### src/rtl/core/base3_product_carry_statistics_top_defines.svh
// ============================================================================
// Assertion macros for the base-3 product carry statistics block
// Each macro checks on the rising edge of clk and stays quiet during reset.
// ============================================================================
`ifndef BASE3_PRODUCT_CARRY_STATISTICS_TOP_DEFINES_SVH
`define BASE3_PRODUCT_CARRY_STATISTICS_TOP_DEFINES_SVH

// A property that must hold at every clock edge outside reset.
`define B3PCS_ASSERT_CLK(label, prop, msg) \
    label: assert property (@(posedge clk) disable iff (!rst_n) prop) \
        else $error(msg);

// A plain condition that must hold at every clock edge outside reset.
`define B3PCS_ASSERT_ALWAYS(label, cond, msg) \
    `B3PCS_ASSERT_CLK(label, (cond), msg)

`endif

### src/rtl/core/b3pcs_pkg.sv
// ============================================================================
// b3pcs_pkg
// Shared constants, types and divide-by-three helpers of the block.
// ============================================================================
package b3pcs_pkg;

    localparam int MAX_DIGITS  = 12;
    localparam int TOTAL_WIDTH = 48;
    localparam int OPND_W      = 20;
    localparam int K_W         = 4;
    localparam int FIELD_W     = 5;
    localparam int OUT_TOTAL_W = 48;
    localparam int DIGIT_W     = 2;

    localparam logic [K_W-1:0] K_MIN   = K_W'(2);
    localparam logic [K_W-1:0] K_MAX   = K_W'(MAX_DIGITS);
    localparam logic [K_W-1:0] K_RESET = K_W'(2);

    localparam int NUM_CONV  = 2 * MAX_DIGITS - 1;
    localparam int CONV_MAX  = 4 * MAX_DIGITS;
    localparam int CONV_W    = $clog2(CONV_MAX + 1);
    localparam int CARRY_W   = $clog2(CONV_MAX / 2 + 1);
    localparam int SUM_W     = $clog2(CONV_MAX + CONV_MAX / 2 + 1);
    localparam int POS_SLOTS = 2 * MAX_DIGITS + 5;
    localparam int SCAN_POS  = POS_SLOTS - 1;
    localparam int POS_W     = $clog2(SCAN_POS);

    localparam int CHAIN_STEP   = 4;
    localparam int CHAIN_STAGES = (SCAN_POS + CHAIN_STEP - 1) / CHAIN_STEP;

    localparam int FIFO_DEPTH = 4;
    localparam int FIFO_AW    = $clog2(FIFO_DEPTH);
    localparam int FIFO_CW    = $clog2(FIFO_DEPTH + 1);

    localparam int OPND_SH = OPND_W + 1;
    localparam logic [OPND_W:0] OPND_RECIP = (OPND_W + 1)'(((2 ** OPND_SH) + 2) / 3);
    localparam int SUM_SH = SUM_W + 1;
    localparam logic [SUM_W:0] SUM_RECIP = (SUM_W + 1)'(((2 ** SUM_SH) + 2) / 3);

    typedef logic [MAX_DIGITS-1:0][DIGIT_W-1:0] digits_t;
    typedef logic [NUM_CONV-1:0][CONV_W-1:0] conv_vec_t;

    typedef struct packed {
        logic      clear;
        conv_vec_t conv;
    } conv_beat_t;

    function automatic logic [OPND_W-1:0] opnd_div3(input logic [OPND_W-1:0] v);
        logic [2*OPND_W:0] prod;
        prod = {{(OPND_W + 1){1'b0}}, v} * {{OPND_W{1'b0}}, OPND_RECIP};
        return prod[OPND_SH +: OPND_W];
    endfunction

    function automatic logic [SUM_W-1:0] sum_div3(input logic [SUM_W-1:0] v);
        logic [2*SUM_W:0] prod;
        prod = {{(SUM_W + 1){1'b0}}, v} * {{SUM_W{1'b0}}, SUM_RECIP};
        return prod[SUM_SH +: SUM_W];
    endfunction

endpackage

### src/rtl/core/b3pcs_back.sv
// ============================================================================
// b3pcs_back
// Runs the base-3 carry chain four positions per stage, tracks the highest
// nonzero carry and updates the saturating totals in the output register.
// ============================================================================
`include "base3_product_carry_statistics_top_defines.svh"

module b3pcs_back (
    input  logic                               clk,
    input  logic                               rst_n,
    input  logic                               q_valid,
    output logic                               q_stall,
    input  b3pcs_pkg::conv_beat_t              q_beat,
    output logic                               out_valid,
    input  logic                               out_stall,
    output logic                               pair_valid,
    output logic [b3pcs_pkg::FIELD_W-1:0]      top_position,
    output logic [b3pcs_pkg::FIELD_W-1:0]      top_carry,
    output logic [b3pcs_pkg::FIELD_W-1:0]      below_top_carry,
    output logic [b3pcs_pkg::OUT_TOTAL_W-1:0]  valid_count,
    output logic [b3pcs_pkg::OUT_TOTAL_W-1:0]  carry_sum
);
    import b3pcs_pkg::*;

    typedef struct packed {
        logic               clear;
        conv_vec_t          conv;
        logic [CARRY_W-1:0] carry;
        logic [CARRY_W-1:0] prev;
        logic [POS_W-1:0]   top;
        logic [CARRY_W-1:0] top_c;
        logic [CARRY_W-1:0] below_c;
    } chain_t;

    function automatic chain_t chain_step(input chain_t st, input int base);
        chain_t           r;
        logic [SUM_W-1:0] s;
        int               p;
        r = st;
        for (int n = 0; n < CHAIN_STEP; n++)
        begin
            p = base + n;
            if (p < SCAN_POS)
            begin
                if ((p >= 1) && (r.carry != '0))
                begin
                    r.top     = POS_W'(p);
                    r.top_c   = r.carry;
                    r.below_c = r.prev;
                end
                s       = SUM_W'(r.conv[0]) + SUM_W'(r.carry);
                r.conv  = r.conv >> CONV_W;
                r.prev  = r.carry;
                r.carry = CARRY_W'(sum_div3(s));
            end
        end
        return r;
    endfunction

    logic                   adv;
    chain_t                 chain_init;
    logic                   chain_valid_reg [CHAIN_STAGES];
    chain_t                 chain_reg       [CHAIN_STAGES];
    chain_t                 last;
    logic                   last_valid;
    logic                   hit;

    logic                   out_valid_reg;
    logic                   pair_valid_reg;
    logic [POS_W-1:0]       top_reg;
    logic [CARRY_W-1:0]     tc_reg;
    logic [CARRY_W-1:0]     bc_reg;
    logic [TOTAL_WIDTH-1:0] count_reg;
    logic [TOTAL_WIDTH-1:0] sum_reg;
    logic [TOTAL_WIDTH-1:0] count_next;
    logic [TOTAL_WIDTH-1:0] sum_next;
    logic [TOTAL_WIDTH-1:0] count_base;
    logic [TOTAL_WIDTH-1:0] sum_base;
    logic [TOTAL_WIDTH:0]   count_inc;
    logic [TOTAL_WIDTH:0]   sum_inc;

    assign adv     = !out_valid_reg || !out_stall;
    assign q_stall = !adv;

    always_comb
    begin
        chain_init         = '0;
        chain_init.clear   = q_beat.clear;
        chain_init.conv    = q_beat.conv;
    end

    for (genvar c = 0; c < CHAIN_STAGES; c++)
    begin : g_chain
        chain_t src;
        chain_t chain_next;
        logic   valid_next;

        if (c == 0)
        begin : g_head
            assign src        = chain_init;
            assign valid_next = q_valid;
        end
        else
        begin : g_body
            assign src        = chain_reg[c-1];
            assign valid_next = chain_valid_reg[c-1];
        end

        assign chain_next = chain_step(src, c * CHAIN_STEP);

        always_ff @(posedge clk or negedge rst_n)
        begin
            if (!rst_n)
            begin
                chain_valid_reg[c] <= 1'b0;
            end
            else if (adv)
            begin
                chain_valid_reg[c] <= valid_next;
            end
        end

        always_ff @(posedge clk)
        begin
            if (adv)
            begin
                chain_reg[c] <= chain_next;
            end
        end
    end

    assign last       = chain_reg[CHAIN_STAGES-1];
    assign last_valid = chain_valid_reg[CHAIN_STAGES-1];
    assign hit        = (last.top != '0);
    assign count_base = last.clear ? '0 : count_reg;
    assign sum_base   = last.clear ? '0 : sum_reg;
    assign count_inc  = {1'b0, count_base} + (TOTAL_WIDTH + 1)'(1);
    assign sum_inc    = {1'b0, sum_base} + (TOTAL_WIDTH + 1)'(last.below_c);

    always_comb
    begin
        count_next = count_base;
        sum_next   = sum_base;
        if (hit)
        begin
            count_next = count_inc[TOTAL_WIDTH] ? '1 : count_inc[TOTAL_WIDTH-1:0];
            sum_next   = sum_inc[TOTAL_WIDTH] ? '1 : sum_inc[TOTAL_WIDTH-1:0];
        end
    end

    always_ff @(posedge clk or negedge rst_n)
    begin
        if (!rst_n)
        begin
            out_valid_reg <= 1'b0;
            count_reg     <= '0;
            sum_reg       <= '0;
        end
        else if (adv)
        begin
            out_valid_reg <= last_valid;
            if (last_valid)
            begin
                count_reg <= count_next;
                sum_reg   <= sum_next;
            end
        end
    end

    always_ff @(posedge clk)
    begin
        if (adv)
        begin
            pair_valid_reg <= hit;
            top_reg        <= last.top;
            tc_reg         <= last.top_c;
            bc_reg         <= last.below_c;
        end
    end

    assign out_valid       = out_valid_reg;
    assign pair_valid      = pair_valid_reg;
    assign top_position    = FIELD_W'(top_reg);
    assign top_carry       = FIELD_W'(tc_reg);
    assign below_top_carry = FIELD_W'(bc_reg);
    assign valid_count     = OUT_TOTAL_W'(count_reg);
    assign carry_sum       = OUT_TOTAL_W'(sum_reg);

    `B3PCS_ASSERT_CLK(a_back_hold, (out_valid && out_stall) |=> ($stable(count_reg) && $stable(sum_reg)), "Totals moved while the result beat was stalled.")
    `B3PCS_ASSERT_ALWAYS(a_back_flag, !out_valid_reg || (pair_valid_reg == (top_reg != '0)), "Pair flag disagrees with the top position.")
    `B3PCS_ASSERT_ALWAYS(a_back_topc, !(out_valid_reg && pair_valid_reg) || (tc_reg != '0), "A valid pair shows a zero carry at its top position.")

endmodule
### config.mk
export PLATFORM = sky130hd
export DESIGN_NAME = b3pcs_back
export DESIGN_NICKNAME = d
export VERILOG_FILES = /design/src/rtl/core/b3pcs_pkg.sv /design/src/rtl/core/b3pcs_back.sv
export VERILOG_INCLUDE_DIRS = /design/src /design/src/rtl/core
export SDC_FILE = /design/constraint.sdc
export NUM_CORES = 2
export LEC_CHECK = 0
export ABC_AREA = 1
export ABC_CLOCK_PERIOD_IN_PS = 22200
export BUFFER_PORTS_ARGS = -buffer_cell sky130_fd_sc_hd__buf_2
export CORE_MARGIN = 1.5
export CORE_UTILIZATION = 63
export CTS_CLUSTER_SIZE = 10
export DETAILED_ROUTE_END_ITERATION = 12
export PLACE_DENSITY_LB_ADDON = 0.3
export SLEW_MARGIN = 30
export SYNTH_ARGS = -nofsm -noshare
export SYNTH_HDL_FRONTEND = slang
export SYNTH_SLANG_ARGS = --single-unit
### constraint.sdc
create_clock -name clk -period 22.2 [get_ports clk]
set_clock_uncertainty 0.15 [all_clocks]
set_input_delay 1.11 -clock clk [delete_from_list [all_inputs] [get_ports clk]]
set_output_delay 1.11 -clock clk [all_outputs]
set_load 0.05 [all_outputs]
Word-level counts from Yosys, hierarchy flattened
Memories as Yosys holds them, arrays and structs flattened.
Index checks and enable logic that the tools add are counted.

storage, ports and cells
  memory bits (writable) = 980
  logic and storage cells = 140
  bits in read-only memories = 0
  register bits after elaboration = 120
  bits in latches = 0
  memories = 1

cells by class
  bitwise operators = 0
  order comparisons = 0
  div/mod/pow operators = 0
  multiplexer cells = 35
  reduce and logical (&&, ||, !) cells = 33
  shift-type cells = 0
  equal/unequal tests = 0
  add/sub/neg operators = 29
  multipliers = 28

memories
  memory     depth  bits a word  rd ports  clocked after memory_dff  write ports  RTL line          text
  chain_reg  7      140          7         0                         7            b3pcs_back.sv:63  chain_t chain_reg [CHAIN_STAGES];

operators with widths
  kind                     count
  $mux W15                 24
  $mul A7 B6 Y12 const B   27
  $mux W48                 6
  $add A6 B5 Y7            27
  $reduce_bool A5 Y1       28
  $add A48 B1 Y49 const B  1
  $add A48 B5 Y49          1
  $mux W12                 2
  $mul A6 B6 Y12 const B   1
  $mux W11                 1
  $logic_not A1 Y1         3
  $mux W1                  2
  $reduce_and A2 Y1        1
  $logic_or A1 B1 Y1       1

Longest topological paths before layout
An unclocked memory read counts as a cell.

  depth in word-level cells = 9
  mapped depth = 96
  gate-level depth less buffers = 96

Least setup slack after synthesis
OpenSTA, ideal clock, no wires.

  path kind = in2reg
  start = input out_stall
  end = register chain_valid_reg, in the netlist last_valid
  data required time = 21287 ps
  library setup time = 763 ps
  arrival time = 15575 ps
  buffers on the path = 1
  cell stages on the path = 3
  slack = 5713 ps
  cells stage by stage = nand2_1 -> clkbuf_1 -> o21ai_0

on the way
  cells in the longest elaborated chain, start to end = 2

RTL lines
  element                          RTL line           text
  from (decl)                      b3pcs_back.sv:15   input logic out_stall,
  $logic_not A1 Y1                 b3pcs_back.sv:82   assign adv = !out_valid_reg || !out_stall;
  $logic_or A1 B1 Y1               b3pcs_back.sv:82
  to (signal, indexed assignment)  b3pcs_back.sv:119  chain_valid_reg[c] <= valid_next;
  to (decl)                        b3pcs_back.sv:62   logic chain_valid_reg [CHAIN_STAGES];

Every way passes these cells.
A chain may end at the register's enable or synchronous reset.

==> flow_metrics.tcl <==
set metrics [dict create \
    num-fill-cells 5546 \
    cts_buffers 76 \
    grt_max_degree 93 \
    largest_reg_flops 495 \
    yosys.area_share.simple_pct 11.6 \
    post_cts_buffers 0 \
    worst_path_max_delay_cell "fa_1" \
    synth_mux_area_share_pct 0.0635 \
    postCtsResizedCells 0 \
    ant_nets 0 \
    area_growth_pct 9.90 \
    post-route-util_pct 69.9 \
    worstSkewPairLatency_ns 0.62 \
    num_vias 33000 \
    antenna_found_initial 2 \
    synth_area_um2 47300 \
    cts_tree "done" \
    dp_cells 6043 \
    start_util_pct 63.6 \
    synth_edf_count 511 \
    report.final.slew_viol_count 0 \
    h-tree-depth 3 \
    yosysUniqueCellTypes 57 \
    synth_nets 6011 \
    clockRootBuffer "clkbuf_16" \
    synth-compound-area-share_pct 7.16 \
    setup_viol 0 \
    cts_hold_buf 0 \
    async_flop_share_pct 16.9 \
    tns_ns 0 \
    ys_seq_area_share_pct 38.0 \
    drt_drc_violations_left 0 \
    maxCapViolCount 0 \
    final-hold-violation-count 0 \
    die_h_um 277 \
    cp_max_fo 4 \
    wl_per_cell_um 15.1 \
    synth-seq-cells 615 \
    place_congestion 0.939 \
    synthXorXnorAreaFrac_pct 4.76 \
    rsz0062_at_grt "false" \
    placement_rows 100 \
    drive_gt1_share_pct 8.82 \
    crit_path_frequent_cell "nand2_1" \
    setup_slack_ns 4.42 \
    grt_pass1_wl_um 154000 \
    clkTransAtPathRegs_ns 0.06 \
    nNetsFinal 6304 \
    status "complete, no violations" \
    drt-pass1-iter-count 7 \
    drt_iter0_drc 2042 \
    grt_pass1_vias 33500 \
    hp-class "reg -> reg" \
    die-area_um2 76700 \
    wl_um 92600 \
    max_freq_mhz 56.3 \
    startpoint_type "flop" \
    grt_usage_pct 24.5 \
    globalRouteOverflowTotal 0 \
    ys_warn_count 0 \
    synth_fa_ha_area_share_pct 29.3 \
    syn_area_per_cell_um2 9.72 \
    required_ns 22.40 \
    ys.flop_type "edfxtp_1" \
    die_w_um 277 \
    core_um2 74300 \
    synth_top_family_by_area "adder cells" \
    period_needed_ns 17.78 \
    max-slew-margin-rel_pct 38.9 \
    routed_via_density 5.36 \
    tightest_slew_ns 0.916 \
    clock_sinks 615 \
    critPathKind "reg -> reg" \
    pre_cts_ws_ns 4.55 \
    critPathMaxStageDelay_ns 0.55 \
    endpoint_kind "flop" \
    syn_inst 4860 \
    fin_cells 6153 \
    arrival_ns 17.98 \
    io_buffers 256 \
    hpwlAfterDp_um 71900 \
    ios 257 \
    clockBufferDepth 3 \
    finalCritPeriodShare_pct 80.1 \
]
==> area by class of cell <==
| cell class | instances | area [µm²] | area share, % |
|---|---|---|---|
| inverters | 1079 | 4060 | 7.81 |
| diodes | 2 | 5.00 | 0.00964 |
| multi-input cells | 3112 | 25100 | 48.2 |
| clock inverters | 13 | 146 | 0.282 |
| repair buffers | 269 | 1410 | 2.72 |
| clock buffers | 94 | 2100 | 4.05 |
| flip-flops and latches | 615 | 17900 | 34.6 |
| well taps | 969 | 1210 | 2.33 |
==> layer usage <==
| layer | up-vias | share of wire [%] | global-route usage (%) |
|---|---|---|---|
| met3 | 193 | 4.3 | 2.81 |
| met1 | 15400 | 42 | 30.0 |
| li1 | 16600 | - | - |
| met2 | 791 | 50 | 44.4 |
| met5 | - | 0 | 0 |
| met4 | 0 | 3.4 | 9.24 |
==> Yosys cell counts (79+ instances only) <==
cell,n,share of area (%)
xor2_1,178,3.3
ha_1,841,22
nand2_1,569,4.5
nand3_1,136,1.4
xnor2_1,79,1.5
a21oi_1,212,2.2
dfrtp_1,104,5.5
edfxtp_1,511,32
o21ai_0,156,1.7
inv_1,1070,8.5
nor2_1,352,2.8
fa_1,167,7.1
==> critical path: cells and delay by family (launching register included) <==
kind / cells / cell delay (ns)
xor gates and xnor gates: 3 / 0.65
and+or+nand+nor: 35 / 2.89
buffers and inverters: 15 / 1.16
DFF: 1 / 0.47
AOI/OAI and AO/OA: 18 / 4.32
adders and majority gates: 21 / 7.86
==> cells by family after synthesis <==
family                     after synthesis
muxes                                    3
DFF                                    615
adders and majority gates             1008
xor gates and xnor gates               257
and+or+nand+nor                       1268
buffers and inverters                 1133
AOI/OAI and AO/OA                      576
==> layout by cell type, fill, tap and decap left out, drive strengths merged, types with 79 or more instances in the layout <==
| master | n |
|---|---|
| inv | 1077 |
| ha | 841 |
| nand2 | 573 |
| edfxtp | 511 |
| nor2 | 363 |
| buf | 269 |
| a21oi | 213 |
| xor2 | 178 |
| fa | 167 |
| o21ai | 160 |
| nand3 | 140 |
| dfrtp | 104 |
| clkbuf | 94 |
| xnor2 | 79 |
==> final timing paths <==
path                            cells after the start                           endpoint                        from  slack (ns)
worst max-delay path                               92         chain_reg[3][24]$_DFFE_PN_  chain_reg[2][20]$_DFFE_PN_        4.42
max in group asynchronous                           2  g_chain[1].valid_next$_DFFE_PN0N_                       rst_n       20.36
worst max register to register                     92         chain_reg[3][24]$_DFFE_PN_  chain_reg[2][20]$_DFFE_PN_        4.42
worst min register to register                      0         chain_reg[3][62]$_DFFE_PN_  chain_reg[2][86]$_DFFE_PN_        0.25
min in group asynchronous                           1        valid_count[30]$_DFFE_PN0P_                       rst_n        0.36
worst min-delay path                                0         chain_reg[3][62]$_DFFE_PN_  chain_reg[2][86]$_DFFE_PN_        0.25
==> through the flow <==
step | instance area, µm² | hold slack [ns]
6_report | 51900 | 0.253
5_1_grt | 51900 | 0.259
4_1_cts | 51900 | 0.255
3_5_place_dp | 49600 | 0.255
3_3_place_gp | 49600 | 0.251
2_1_floorplan | 47300 | 0.250
Power is not shown: default switching activity piles up to over one toggle a cycle in this logic, so the estimate is an artifact.
