`src/rtl/core/base3_product_carry_statistics_top_defines.svh`:
```
// ============================================================================
// Assertion macros for the base-3 product carry statistics block
// Each macro checks on the rising edge of clk and stays quiet during reset.
// ============================================================================
`ifndef BASE3_PRODUCT_CARRY_STATISTICS_TOP_DEFINES_SVH
`define BASE3_PRODUCT_CARRY_STATISTICS_TOP_DEFINES_SVH

// A property that must hold at every clock edge outside reset.
`define B3PCS_ASSERT_CLK(label, prop, msg) \
    label: assert property (@(posedge clk) disable iff (!rst_n) prop) \
        else $error(msg);

// A plain condition that must hold at every clock edge outside reset.
`define B3PCS_ASSERT_ALWAYS(label, cond, msg) \
    `B3PCS_ASSERT_CLK(label, (cond), msg)

`endif

```
`src/rtl/core/b3pcs_pkg.sv`:
```
// ============================================================================
// b3pcs_pkg
// Shared constants, types and divide-by-three helpers of the block.
// ============================================================================
package b3pcs_pkg;

    localparam int MAX_DIGITS  = 12;
    localparam int TOTAL_WIDTH = 48;
    localparam int OPND_W      = 20;
    localparam int K_W         = 4;
    localparam int FIELD_W     = 5;
    localparam int OUT_TOTAL_W = 48;
    localparam int DIGIT_W     = 2;

    localparam logic [K_W-1:0] K_MIN   = K_W'(2);
    localparam logic [K_W-1:0] K_MAX   = K_W'(MAX_DIGITS);
    localparam logic [K_W-1:0] K_RESET = K_W'(2);

    localparam int NUM_CONV  = 2 * MAX_DIGITS - 1;
    localparam int CONV_MAX  = 4 * MAX_DIGITS;
    localparam int CONV_W    = $clog2(CONV_MAX + 1);
    localparam int CARRY_W   = $clog2(CONV_MAX / 2 + 1);
    localparam int SUM_W     = $clog2(CONV_MAX + CONV_MAX / 2 + 1);
    localparam int POS_SLOTS = 2 * MAX_DIGITS + 5;
    localparam int SCAN_POS  = POS_SLOTS - 1;
    localparam int POS_W     = $clog2(SCAN_POS);

    localparam int CHAIN_STEP   = 4;
    localparam int CHAIN_STAGES = (SCAN_POS + CHAIN_STEP - 1) / CHAIN_STEP;

    localparam int FIFO_DEPTH = 4;
    localparam int FIFO_AW    = $clog2(FIFO_DEPTH);
    localparam int FIFO_CW    = $clog2(FIFO_DEPTH + 1);

    localparam int OPND_SH = OPND_W + 1;
    localparam logic [OPND_W:0] OPND_RECIP = (OPND_W + 1)'(((2 ** OPND_SH) + 2) / 3);
    localparam int SUM_SH = SUM_W + 1;
    localparam logic [SUM_W:0] SUM_RECIP = (SUM_W + 1)'(((2 ** SUM_SH) + 2) / 3);

    typedef logic [MAX_DIGITS-1:0][DIGIT_W-1:0] digits_t;
    typedef logic [NUM_CONV-1:0][CONV_W-1:0] conv_vec_t;

    typedef struct packed {
        logic      clear;
        conv_vec_t conv;
    } conv_beat_t;

    function automatic logic [OPND_W-1:0] opnd_div3(input logic [OPND_W-1:0] v);
        logic [2*OPND_W:0] prod;
        prod = {{(OPND_W + 1){1'b0}}, v} * {{OPND_W{1'b0}}, OPND_RECIP};
        return prod[OPND_SH +: OPND_W];
    endfunction

    function automatic logic [SUM_W-1:0] sum_div3(input logic [SUM_W-1:0] v);
        logic [2*SUM_W:0] prod;
        prod = {{(SUM_W + 1){1'b0}}, v} * {{SUM_W{1'b0}}, SUM_RECIP};
        return prod[SUM_SH +: SUM_W];
    endfunction

endpackage

```
`src/rtl/core/b3pcs_queue.sv`:
```
// ============================================================================
// b3pcs_queue
// Short queue of convolution beats between the front and the back pipelines.
// ============================================================================
`include "base3_product_carry_statistics_top_defines.svh"

module b3pcs_queue (
    input  logic                  clk,
    input  logic                  rst_n,
    input  logic                  wr_valid,
    output logic                  wr_stall,
    input  b3pcs_pkg::conv_beat_t wr_beat,
    output logic                  rd_valid,
    input  logic                  rd_stall,
    output b3pcs_pkg::conv_beat_t rd_beat
);
    import b3pcs_pkg::*;

    conv_beat_t         mem_reg [FIFO_DEPTH];
    logic [FIFO_AW-1:0] wr_ptr_reg;
    logic [FIFO_AW-1:0] rd_ptr_reg;
    logic [FIFO_CW-1:0] count_reg;
    logic [FIFO_CW-1:0] count_next;
    logic               push;
    logic               pop;

    assign wr_stall = (count_reg == FIFO_CW'(FIFO_DEPTH));
    assign rd_valid = (count_reg != '0);
    assign push     = wr_valid && !wr_stall;
    assign pop      = rd_valid && !rd_stall;
    assign rd_beat  = mem_reg[rd_ptr_reg];

    always_comb
    begin
        unique case ({push, pop})
            2'b10:   count_next = count_reg + 1'b1;
            2'b01:   count_next = count_reg - 1'b1;
            2'b00:   count_next = count_reg;
            2'b11:   count_next = count_reg;
            default: count_next = count_reg;
        endcase
    end

    always_ff @(posedge clk or negedge rst_n)
    begin
        if (!rst_n)
        begin
            wr_ptr_reg <= '0;
            rd_ptr_reg <= '0;
            count_reg  <= '0;
        end
        else
        begin
            if (push)
            begin
                wr_ptr_reg <= wr_ptr_reg + 1'b1;
            end
            if (pop)
            begin
                rd_ptr_reg <= rd_ptr_reg + 1'b1;
            end
            count_reg <= count_next;
        end
    end

    always_ff @(posedge clk)
    begin
        if (push)
        begin
            mem_reg[wr_ptr_reg] <= wr_beat;
        end
    end

    `B3PCS_ASSERT_CLK(a_queue_drain, (pop && !push) |=> (count_reg == $past(count_reg) - 1'b1), "Queue fill did not drop by one on a lone read.")

endmodule

```
`config.mk`:
```
export PLATFORM = sky130hd
export DESIGN_NAME = b3pcs_queue
export DESIGN_NICKNAME = d
export VERILOG_FILES = /design/src/rtl/core/b3pcs_pkg.sv /design/src/rtl/core/b3pcs_queue.sv
export VERILOG_INCLUDE_DIRS = /design/src /design/src/rtl/core
export SDC_FILE = /design/constraint.sdc
export NUM_CORES = 1
export LEC_CHECK = 0
export BUFFER_PORTS_ARGS = -buffer_cell sky130_fd_sc_hd__buf_2
export CELL_PAD_IN_SITES_DETAIL_PLACEMENT = 0
export CELL_PAD_IN_SITES_GLOBAL_PLACEMENT = 1
export CORE_MARGIN = 2
export CORE_UTILIZATION = 40
export CTS_CLUSTER_DIAMETER = 50
export CTS_CLUSTER_SIZE = 25
export DETAILED_ROUTE_END_ITERATION = 16
export GPL_TIMING_DRIVEN = 0
export PLACE_DENSITY_LB_ADDON = 0.1
export SLEW_MARGIN = 20
export SYNTH_ARGS = -nofsm -noshare
export SYNTH_HDL_FRONTEND = slang
export SYNTH_SLANG_ARGS = --single-unit
```
`constraint.sdc`:
```
create_clock -name clk -period 4.3 [get_ports clk]
set_input_delay 0 -clock clk [delete_from_list [all_inputs] [get_ports clk]]
set_output_delay 0 -clock clk [all_outputs]
set_load 0.01 [all_outputs]
```
### Word level (Yosys, flattened, before mapping)

Memory sizes are Yosys's and may differ from the RTL's.
Cells that the tools add are included.

| operators by class | value |
|---|---|
| add/subtract/negate cells | 4 |
| equal/unequal tests | 4 |
| multiplexer cells | 3 |
| reduce and logical (&&, ||, !) cells | 7 |

Operator list:

| operator | number |
|---|---|
| $pmux 3 s2 | 1 |
| $add 2x1->2 const B | 2 |
| $eq 2x2->1 const B | 2 |
| $add 3x1->3 const B | 1 |
| $eq 3x3->1 const B | 1 |
| $reduce_bool 3->1 | 1 |
| $sub 3x1->3 const B | 1 |
| $eq 2x1->1 const B | 1 |
| $logic_and 1x1->1 | 2 |
| $logic_not 1->1 | 2 |
| $logic_not 2->1 | 1 |
| $mux 1 | 2 |
| $reduce_or 2->1 | 1 |

| storage, ports and cells | value |
|---|---|
| flip-flop bits (word level) | 7 |
| RAM bits | 556 |
| memories kept | 1 |

Memories:

| name | words | bits a word | read ports | clocked after Yosys merged registers in | write ports | RTL line | source |
|---|---|---|---|---|---|---|---|
| mem_reg | 4 | 139 | 1 | 0 | 1 | b3pcs_queue.sv:19 | `conv_beat_t mem_reg [FIFO_DEPTH];` |

### Depth between registers and ports, before layout

Gate-level depths: netlist (run 1).

| logic depth | value |
|---|---|
| word-level depth | 5 |
| mapped depth | 9 |
| depth with buffers taken out | 9 |

### Least setup slack after synthesis (run 1)

Ideal clock, no wire load.

| timing | value |
|---|---|
| kind | reg-to-reg |
| start | reg count_reg[2] |
| end | mem mem_reg[2][0] in the netlist's numbering, enable pin |
| setup time | 0.515 ns |
| arrival | 4.109 ns |
| data required time | 3.785 ns |
| path slack | -0.324 ns |
| stages on the path, launching flop included | 4 |
| period minus slack after synthesis | 4.624 ns |
| cells stage by stage | dfrtp_1 > nor3b_1 > nor2b_1 > and2_1 |

| on the way | value |
|---|---|
| cells in the longest elaborated chain, start to end | 5 |

RTL lines:

| item | RTL line | source |
|---|---|---|
| from (decl) | b3pcs_queue.sv:22 | `logic [FIFO_CW-1:0] count_reg;` |
| from (signal assigned) | b3pcs_queue.sv:62 | `count_reg <= count_next;` |
| $eq 3x3->1 | b3pcs_queue.sv:27 | `assign wr_stall = (count_reg == FIFO_CW'(FIFO_DEPTH));` |
| via wr_stall | b3pcs_queue.sv:11 | `output logic wr_stall,` |
| $logic_not 1->1 | b3pcs_queue.sv:29 | `assign push = wr_valid && !wr_stall;` |
| $logic_and 1x1->1 | b3pcs_queue.sv:29 |  |
| $mux 1 | b3pcs_queue.sv:68 | `if (push)` |
| $mux 1 (not written as such) | b3pcs_queue.sv:70 | `mem_reg[wr_ptr_reg] <= wr_beat;` |
| to (decl) | b3pcs_queue.sv:19 |  |

The timed path passes the listed nets, and every way through them passes these cells.

### Final worst setup path (run 1)

| timing | value |
|---|---|
| start | reg count_reg[2] |
| end | mem mem_reg[2][71] in the netlist's numbering, enable pin |

| on the way | value |
|---|---|
| cells in the longest elaborated chain, start to end | 5 |

RTL lines:

| item | RTL line |
|---|---|
| $eq 3x3->1 | b3pcs_queue.sv:27 |
| $logic_not 1->1 | b3pcs_queue.sv:29 |
| $logic_and 1x1->1 | b3pcs_queue.sv:29 |
| $mux 1 | b3pcs_queue.sv:68 |
| $mux 1 (not written as such) | b3pcs_queue.sv:70 |

Every way passes these cells.

==> summary.txt, run 1 <==
Detailed routing
  • Pre-Repair DR Iteration Count: 4
  • DRC viols: 0
  • DRT antenna net count: 0
  • WL final: around 42000 um
  • Vias/cell: about 4.9
  • 1st-iter DRT viols: between 500 and 600
  • Routed via count: 9631
  • Routed wire per std cell: between 20 and 25 um

Floorplan
  • Die width: 230 um
  • Core area: 0.0504 mm2
  • Number of top-level pins: 284
  • Die Y: 230 um
  • Die area: around 0.053 mm2
  • Cell row count: 82
  • Initial Util: 40.6%

Finish
  • Fin area: 0.0263 mm2
  • Max FFs per register: 556
  • Final nets: 1409
  • Share of layout cells above drive strength 1: between 40% and 50%
  • Area delta synth->final: 28.6%
  • Final Non-Filler Cells: 1974

STA
  • RSZ-0062 raised after global routing: false
  • Max Slew Vio Count: 0
  • Final period util: between 60% and 70%
  • Final hold violation count: 0
  • Slew HR: a little over half
  • Fmax: 382 MHz
  • Final setup viols: 0
  • Final min period: 2.62 ns
  • Slew @ Worst Pin: approximately 0.71 ns
  • Worst Skew: between 0.015 and 0.02 ns

Clock network
  • CTS tree: done
  • Number of buffers inserted by post-CTS setup repair: 0
  • Sink Count: 563
  • CTS Buffer Depth: 3
  • H-tree levels: 2
  • CTS Root Cell: clkbuf_16
  • Worst-path clk slew: about 0.070 ns
  • Clk_lat worst skew: 0.59 ns
  • CTS-repair resized insts: 0
  • Cts bufs inserted: 52
  • CTS Hold Bufs: 143

Pwr
  • Cell Pwr Density: 670 mW/mm2
  • Internal power: 0.0124 W
  • Switching power: between 0.005 and 0.006 W
  • Leak: 9.07 nW
  • Gate power share: 30.7%
  • Clock power share: a little over a quarter
  • Worst VDD drop: 0.459 mV
  • Final Power: 0.0177 W
  • Sw frac: ~30%
  • Reg power frac: 42.1%

Logic synthesis
  • Dominant cell type by area after synthesis: edfxtp_1
  • Synth area leaders: edfxtp_1 (82%), mux4_2 (15%), dfrtp_1 (0.86%), buf_6 (0.61%), buf_2 (0.39%)
  • Post-Synthesis Cells: 765
  • Net count after synthesis: 914
  • Register area share after synthesis: 82.4%
  • Post-Syn Area per Cell: 26.8 um2
  • Yosys top cell area share: 81.6%
  • Unique cell type count in the Yosys netlist: 20
  • Syn. warnings: 0
  • Seq cells post-synth: 563
  • Mapped cell area: 0.0205 mm2

Worst setup path
  • Crit Path Category: register to register
  • Worst Setup Start Kind: register
  • Delay of the slowest critical-path stage: 0.49 ns
  • CP endpoint kind: register
  • CP startpoint: count_reg[2]
  • Reg2reg start: count_reg[2]
  • CP dominant cell by count: buf_12
  • R2R depth: 6
  • Worst path cell trace: nor3b_1, nor2b_1, and2_4, buf_12, buf_12, buf_16
  • CP required: 4.58 ns
  • Crit path DAT: 2.89 ns
  • Crit path max fanout: 34
  • Slowest CP cell: and2_4

Run status
  • Status: completed

Global route
  • Antenna violations before repair: 2
  • Most used routing layer: met2
  • Vias in the first global route: 10400
  • GRT Total Usage: 16.3%
  • First-pass GRT wire length: 64500 um
  • Met3 Use GR: 4.45%
  • Global Route met1 Usage: 21.5%
  • Global route overflow: 0
  • Pin count of the biggest net entering global routing: 41
  • M2 GR Usage: 26.9%

Run
  • Max-cap violations: 0

Worst hold path
  • Hold Crit Start: wr_beat[106]
  • Hold Path Depth: 2
  • Hold Path Class: input pin to register

Place
  • Placed cells: approximately 1700
  • Cell Area, Placed: 0.0231 mm2
  • Detailed Place HPWL: 26400 um
  • GPL Wtd Cong: ~0.66
  • PortBufs: 283
-- routing by layer --
| metal | up-vias | share of wire [%] |
|---|---|---|
| li1 | 4312 | - |
| met4 | 4 | 2.1 |
| met3 | 72 | 6.1 |
| met5 | - | 0.064 |
| met1 | 5030 | 42 |
| met2 | 213 | 50 |
-- cells by family after synthesis --
family        Yosys count  synth area share, %
xor+xnor                6                0.257
fa+ha+maj               6                0.403
buf+inv                39                 1.23
flops                 563                 82.4
mux                   141                 15.4
simple gates           10                0.287
-- through the flow --
stage,utilization [%],TNS [ns],setup WS (ns),hold slack (ns)
floorplan,-,0,1.21,-0.296
global placement,45.1,-283.74,-0.546,-0.154
detailed placement,45.8,0,1.61,-0.153
CTS,52.3,0,1.61,0.109
global route,52.3,0,1.45,0.135
finish,52.3,0,1.68,0.155
-- synthesized netlist by cell type --
cell and n:
nor3_1 1, mux4_2 139, xnor2_1 2, dfrtp_1 7, buf_6 11, nor3b_1 2
clkbuf_1 3, xor2_1 4, buf_1 1, and2_1 4, buf_4 1, fa_1 1
mux2_2 1, mux2i_1 1, nor2_1 2, buf_2 16, edfxtp_1 556, inv_1 7
ha_1 5, nor2b_1 1
-- final cells by class --
class / count / area [um2]
well taps: 672 / 841
fillers: 4031 / 24000
repair buffers: 441 / 3210
clock buffers: 54 / 1330
plain buffers: 32 / 226
multi-input cells: 163 / 3360
diodes: 1 / 2.50
inverters: 7 / 26.3
flip-flops and latches: 563 / 16900
clock inverters: 41 / 473
-- critical path: cells and delay by family (launching register included) --
| family | cells | cell delay, ns |
|---|---|---|
| buffers and inverters | 3 | 0.76 |
| flip-flops | 1 | 0.40 |
| AND/OR/NAND/NOR | 3 | 1.11 |
-- placed cells by master, fill, tap and decap left out, types with 2 or more instances in the layout --
cell,netlist,routed
nor2_1,2,2
clkinv_4,0,8
bufinv_16,0,5
xnor2_1,2,2
mux4_2,139,139
buf_6,11,11
dlygate4sd3_1,0,143
inv_1,7,7
inv_8,0,4
buf_12,0,7
inv_12,0,4
clkinv_2,0,4
buf_16,0,8
edfxtp_1,556,556
clkbuf_1,3,4
clkinvlp_4,0,4
clkbuf_16,0,53
ha_1,5,5
buf_2,16,299
inv_6,0,7
nor3b_1,2,2
xor2_1,4,4
dfrtp_1,7,7
and2_4,0,4
clkinv_1,0,4
-- power groups by stage --
stage	clock network (W)	registers, W	logic (W)
detailed placement	0	0.00756	0.00551
global route	0.00516	0.00751	0.00588
global placement	0	0.00770	0.00528
CTS	0.00496	0.00744	0.00564
floorplan	0	0.00756	0.00324
finish	0.00481	0.00743	0.00542
-- worst paths after layout --
path / to / slack, ns
min reg2reg: count_reg[2] / 0.49
min: mem_reg[3][106] / 0.16
min in group asynchronous: count_reg[2] / 0.40
max: mem_reg[2][71] / 1.68
max in group asynchronous: wr_ptr_reg[0] / 3.65
max reg2reg: mem_reg[2][71] / 1.68
Note: power is estimated with default switching activity, not from simulation.
==> run 2: changes to the inputs <==
--- a/config.mk
+++ b/config.mk
@@ -6,6 +6,7 @@
 export SDC_FILE = /design/constraint.sdc
 export NUM_CORES = 1
 export LEC_CHECK = 0
+export ABC_AREA = 1
 export BUFFER_PORTS_ARGS = -buffer_cell sky130_fd_sc_hd__buf_2
 export CELL_PAD_IN_SITES_DETAIL_PLACEMENT = 0
 export CELL_PAD_IN_SITES_GLOBAL_PLACEMENT = 1
==> constraint.sdc (replaced) <==
create_clock -name clk -period 2.6 [get_ports clk]
set_input_delay 0 -clock clk [delete_from_list [all_inputs] [get_ports clk]]
set_output_delay 0 -clock clk [all_outputs]
set_load 0.01 [all_outputs]
==> run 2 against run 1 <==
Net effect: highest routed layer unchanged; flip-flop and latch count is the same; first-iteration DRC count grew 39%; setup slack lost 1.5 ns; register-to-register slack lost 1.5 ns; non-clock buffer count grew 76; final cell count grew 52%; count of clock-buffer cells in the layout grew 12; total power grew 91%; global-route usage grew 3.2 points; maximum frequency grew 9.6%; hold slack lost 0.032 ns; combinational power grew 130%.
==> summary.txt, run 2 <==
Detailed routing
  • Pre-Repair DR Iteration Count: 5
  • DRC viols: 0
  • DRT antenna net count: 0
  • WL final: 56600 um
  • M1 WL: roughly 25000 um
  • Vias/cell: 4.70
  • Top Layer Used: met5
  • Met3 WL: a little under 3000 um
  • Met2 wire length: 27500 um
  • 1st-iter DRT viols: 785
  • Routed wire per std cell: approximately 19 um
  • Routed via count: 14100

Worst hold path
  • Hold Path Class: input pin to register

Finish
  • Commonest non-fill, non-tap cell in the layout: edfxtp_1
  • Final nets: 2350
  • Max FFs per register: 556
  • # fillers: 4766
  • Final Non-Filler Cells: 3004
  • Commonest non-fill, non-tap cells in the layout: edfxtp_1 (556), nand2_1 (432), buf_2 (327)
  • Share of layout cells above drive strength 1: 22.8%
  • Area delta synth->final: 29.8%

Logic synthesis
  • Post-Synthesis Cells: 1682
  • Register area share after synthesis: 74.9%
  • Seq cells post-synth: 563
  • Ys async rst share: 1.24%
  • Number of flops mapped to enable cells by yosys: 556
  • Yosys top cell area share: 74.1%
  • Mapped cell area: 0.0225 mm2
  • Most frequent cells after synthesis: edfxtp_1 (556), nand2_1 (433), inv_1 (293)
  • Synth area leaders: edfxtp_1 (74%), o211ai_1 (9.3%), nand2_1 (7.2%), inv_1 (4.9%), buf_6 (1.6%)
  • Net count after synthesis: 1831
  • Unique cell type count in the Yosys netlist: 18
  • Syn. warnings: 0
  • Ys flop type: edfxtp_1
  • Dominant cell type by area after synthesis: edfxtp_1
  • Post-Syn Area per Cell: 13.4 um2
  • Cell with the most instances after synthesis: edfxtp_1

STA
  • Final period util: 91.8%
  • Slew HR: 55.5%
  • Max Slew Vio Count: 0
  • Fmax: 419 MHz
  • Final min period: between 2 and 2.5 ns
  • Worst Skew: approximately 0.018 ns
  • Slew @ Worst Pin: roughly 0.67 ns
  • Final hold violation count: 0
  • RSZ-0062 raised after global routing: false
  • Final setup viols: 0
  • PnR worst setup slack: around 0.21 ns

Pwr
  • Leak: 11.8 nW
  • Sw frac: 36.1%
  • Clock power share: between 20% and 30%
  • Reg power frac: 36.4%
  • Worst VDD drop: 0.605 mV
  • Cell Pwr Density: 1150 mW/mm2
  • Internal power: between 0.02 and 0.025 W
  • Gate power share: between 30% and 40%
  • Switching power: between 0.01 and 0.015 W

Floorplan
  • Die width: 241 um
  • Die Y: approximately 240 um
  • Number of top-level pins: 284
  • Die area: 0.0582 mm2
  • Cell row count: 86
  • Core area: between 0.05 and 0.06 mm2
  • Initial Util: about two fifths

Clock network
  • CTS-repair resized insts: 0
  • CTS Buffer Depth: 3
  • Cts bufs inserted: 60
  • Sink Count: around 560
  • Worst-path clk slew: about 0.07 ns
  • H-tree levels: 2
  • Clk_lat worst skew: between 0.6 and 0.7 ns
  • CTS Hold Bufs: 143
  • CTS tree: done
  • Number of buffers inserted by post-CTS setup repair: 0
  • CTS Root Cell: clkbuf_16

Global route
  • Global route overflow: 0
  • Vias in the first global route: 13800
  • GRT Total Usage: 19.5%
  • First-pass GRT wire length: 84200 um
  • Pin count of the biggest net entering global routing: 23
  • Antenna violations before repair: 8

Place
  • Dpl ws: 0.190 ns
  • PortBufs: about 280
  • Detailed Place HPWL: ~37000 um
  • GPL Wtd Cong: 0.721
  • Placed cells: roughly 2700

Worst setup path
  • Crit Path Category: register to register
  • Worst R2R Setup Slack: 0.21 ns
  • CP endpoint kind: register
  • CP bufs+invs: 5
  • Worst path cell trace: inv_2, nand3_4, nand2_8, nor2_4, buf_16, buf_12, buf_16, buf_12
  • Critical path's top delay family: buffers and inverters
  • Worst Setup Start Kind: register
  • CP required: 2.92 ns
  • Crit path max fanout: 20
  • Crit path DAT: 2.71 ns
  • Delay of the slowest critical-path stage: between 0.5 and 0.6 ns
  • Slowest CP cell: nor2_4

Run
  • Max-cap violations: 0

Run status
  • Status: completed
[run 2: cell types whose count changed after synthesis, moves of 2 or more]
cell,delta
mux4_2,-139
nor3b_1,-2
xor2_1,-4
nor2_1,+3
nand3_1,+7
o211ai_1,+278
buf_4,+8
and2_1,-4
clkbuf_1,+4
nand2_1,+433
buf_6,+21
buf_2,+28
inv_1,+286
[run 2: metal layers]
metal | GRT usage [%] | vias to the layer above
li1 | - | 6950
met1 | 26.1 | 6784
met2 | 32.2 | 287
met3 | 4.06 | 90
met4 | 5.84 | 10
met5 | 0 | -
[run 2: kinds of logic (layout without fill, tap and decap cells)]
kind of cell | Yosys count | in the layout | share of synthesized area (%)
buf+inv | 387 | 958 | 7.92
fa+ha+maj | 6 | 6 | 0.367
flops | 563 | 563 | 74.9
compound gates | 279 | 279 | 9.29
xor+xnor | 1 | 1 | 0.0389
other cells | 0 | 3 | 0
simple gates | 446 | 446 | 7.48
[run 2: cell type report]
| class | count | area, um2 | area share, % |
|---|---|---|---|
| sequential | 563 | 16900 | 57.7 |
| multi-input combinational | 732 | 3930 | 13.4 |
| timing repair buffer | 457 | 3570 | 12.2 |
| clock buffer | 66 | 1570 | 5.36 |
| inverter | 295 | 1110 | 3.80 |
| tap | 748 | 936 | 3.20 |
| buffer | 92 | 674 | 2.31 |
| clock inverter | 48 | 582 | 1.99 |
| antenna | 3 | 7.51 | 0.0257 |
[run 2: worst paths after layout]
kind | start | endpoint | cells past startpoint
min in group asynchronous | rst_n | count_reg[0] | 3
max in group asynchronous | rst_n | wr_ptr_reg[1] | 3
hold reg to reg | count_reg[1] | count_reg[1] | 2
setup reg to reg | count_reg[0] | mem_reg[3][68] | 8
setup / recovery | count_reg[0] | mem_reg[3][68] | 8
hold / removal | wr_beat[113] | mem_reg[1][113] | 2
[run 2: through the flow]
stage                     utilization (%)  total power, W  setup TNS (ns)  hold WS [ns]  instance area, um2
after floorplan                         -          0.0193         -284.04        -0.296               22600
after global placement               45.0          0.0245        -1371.94        -0.151               24900
after detailed placement             46.3          0.0250               0        -0.153               25700
after CTS                            52.8          0.0343               0        0.0760               29200
after global routing                 52.8          0.0357               0         0.114               29200
final                                52.8          0.0337               0         0.123               29200
[run 2: power groups by stage]
stage,registers (W),logic (W),clock network [W]
after detailed placement,0.0124,0.0126,0
after floorplan,0.0125,0.00682,0
after global routing,0.0124,0.0137,0.00958
after global placement,0.0127,0.0118,0
after CTS,0.0123,0.0128,0.00925
final,0.0122,0.0124,0.00901
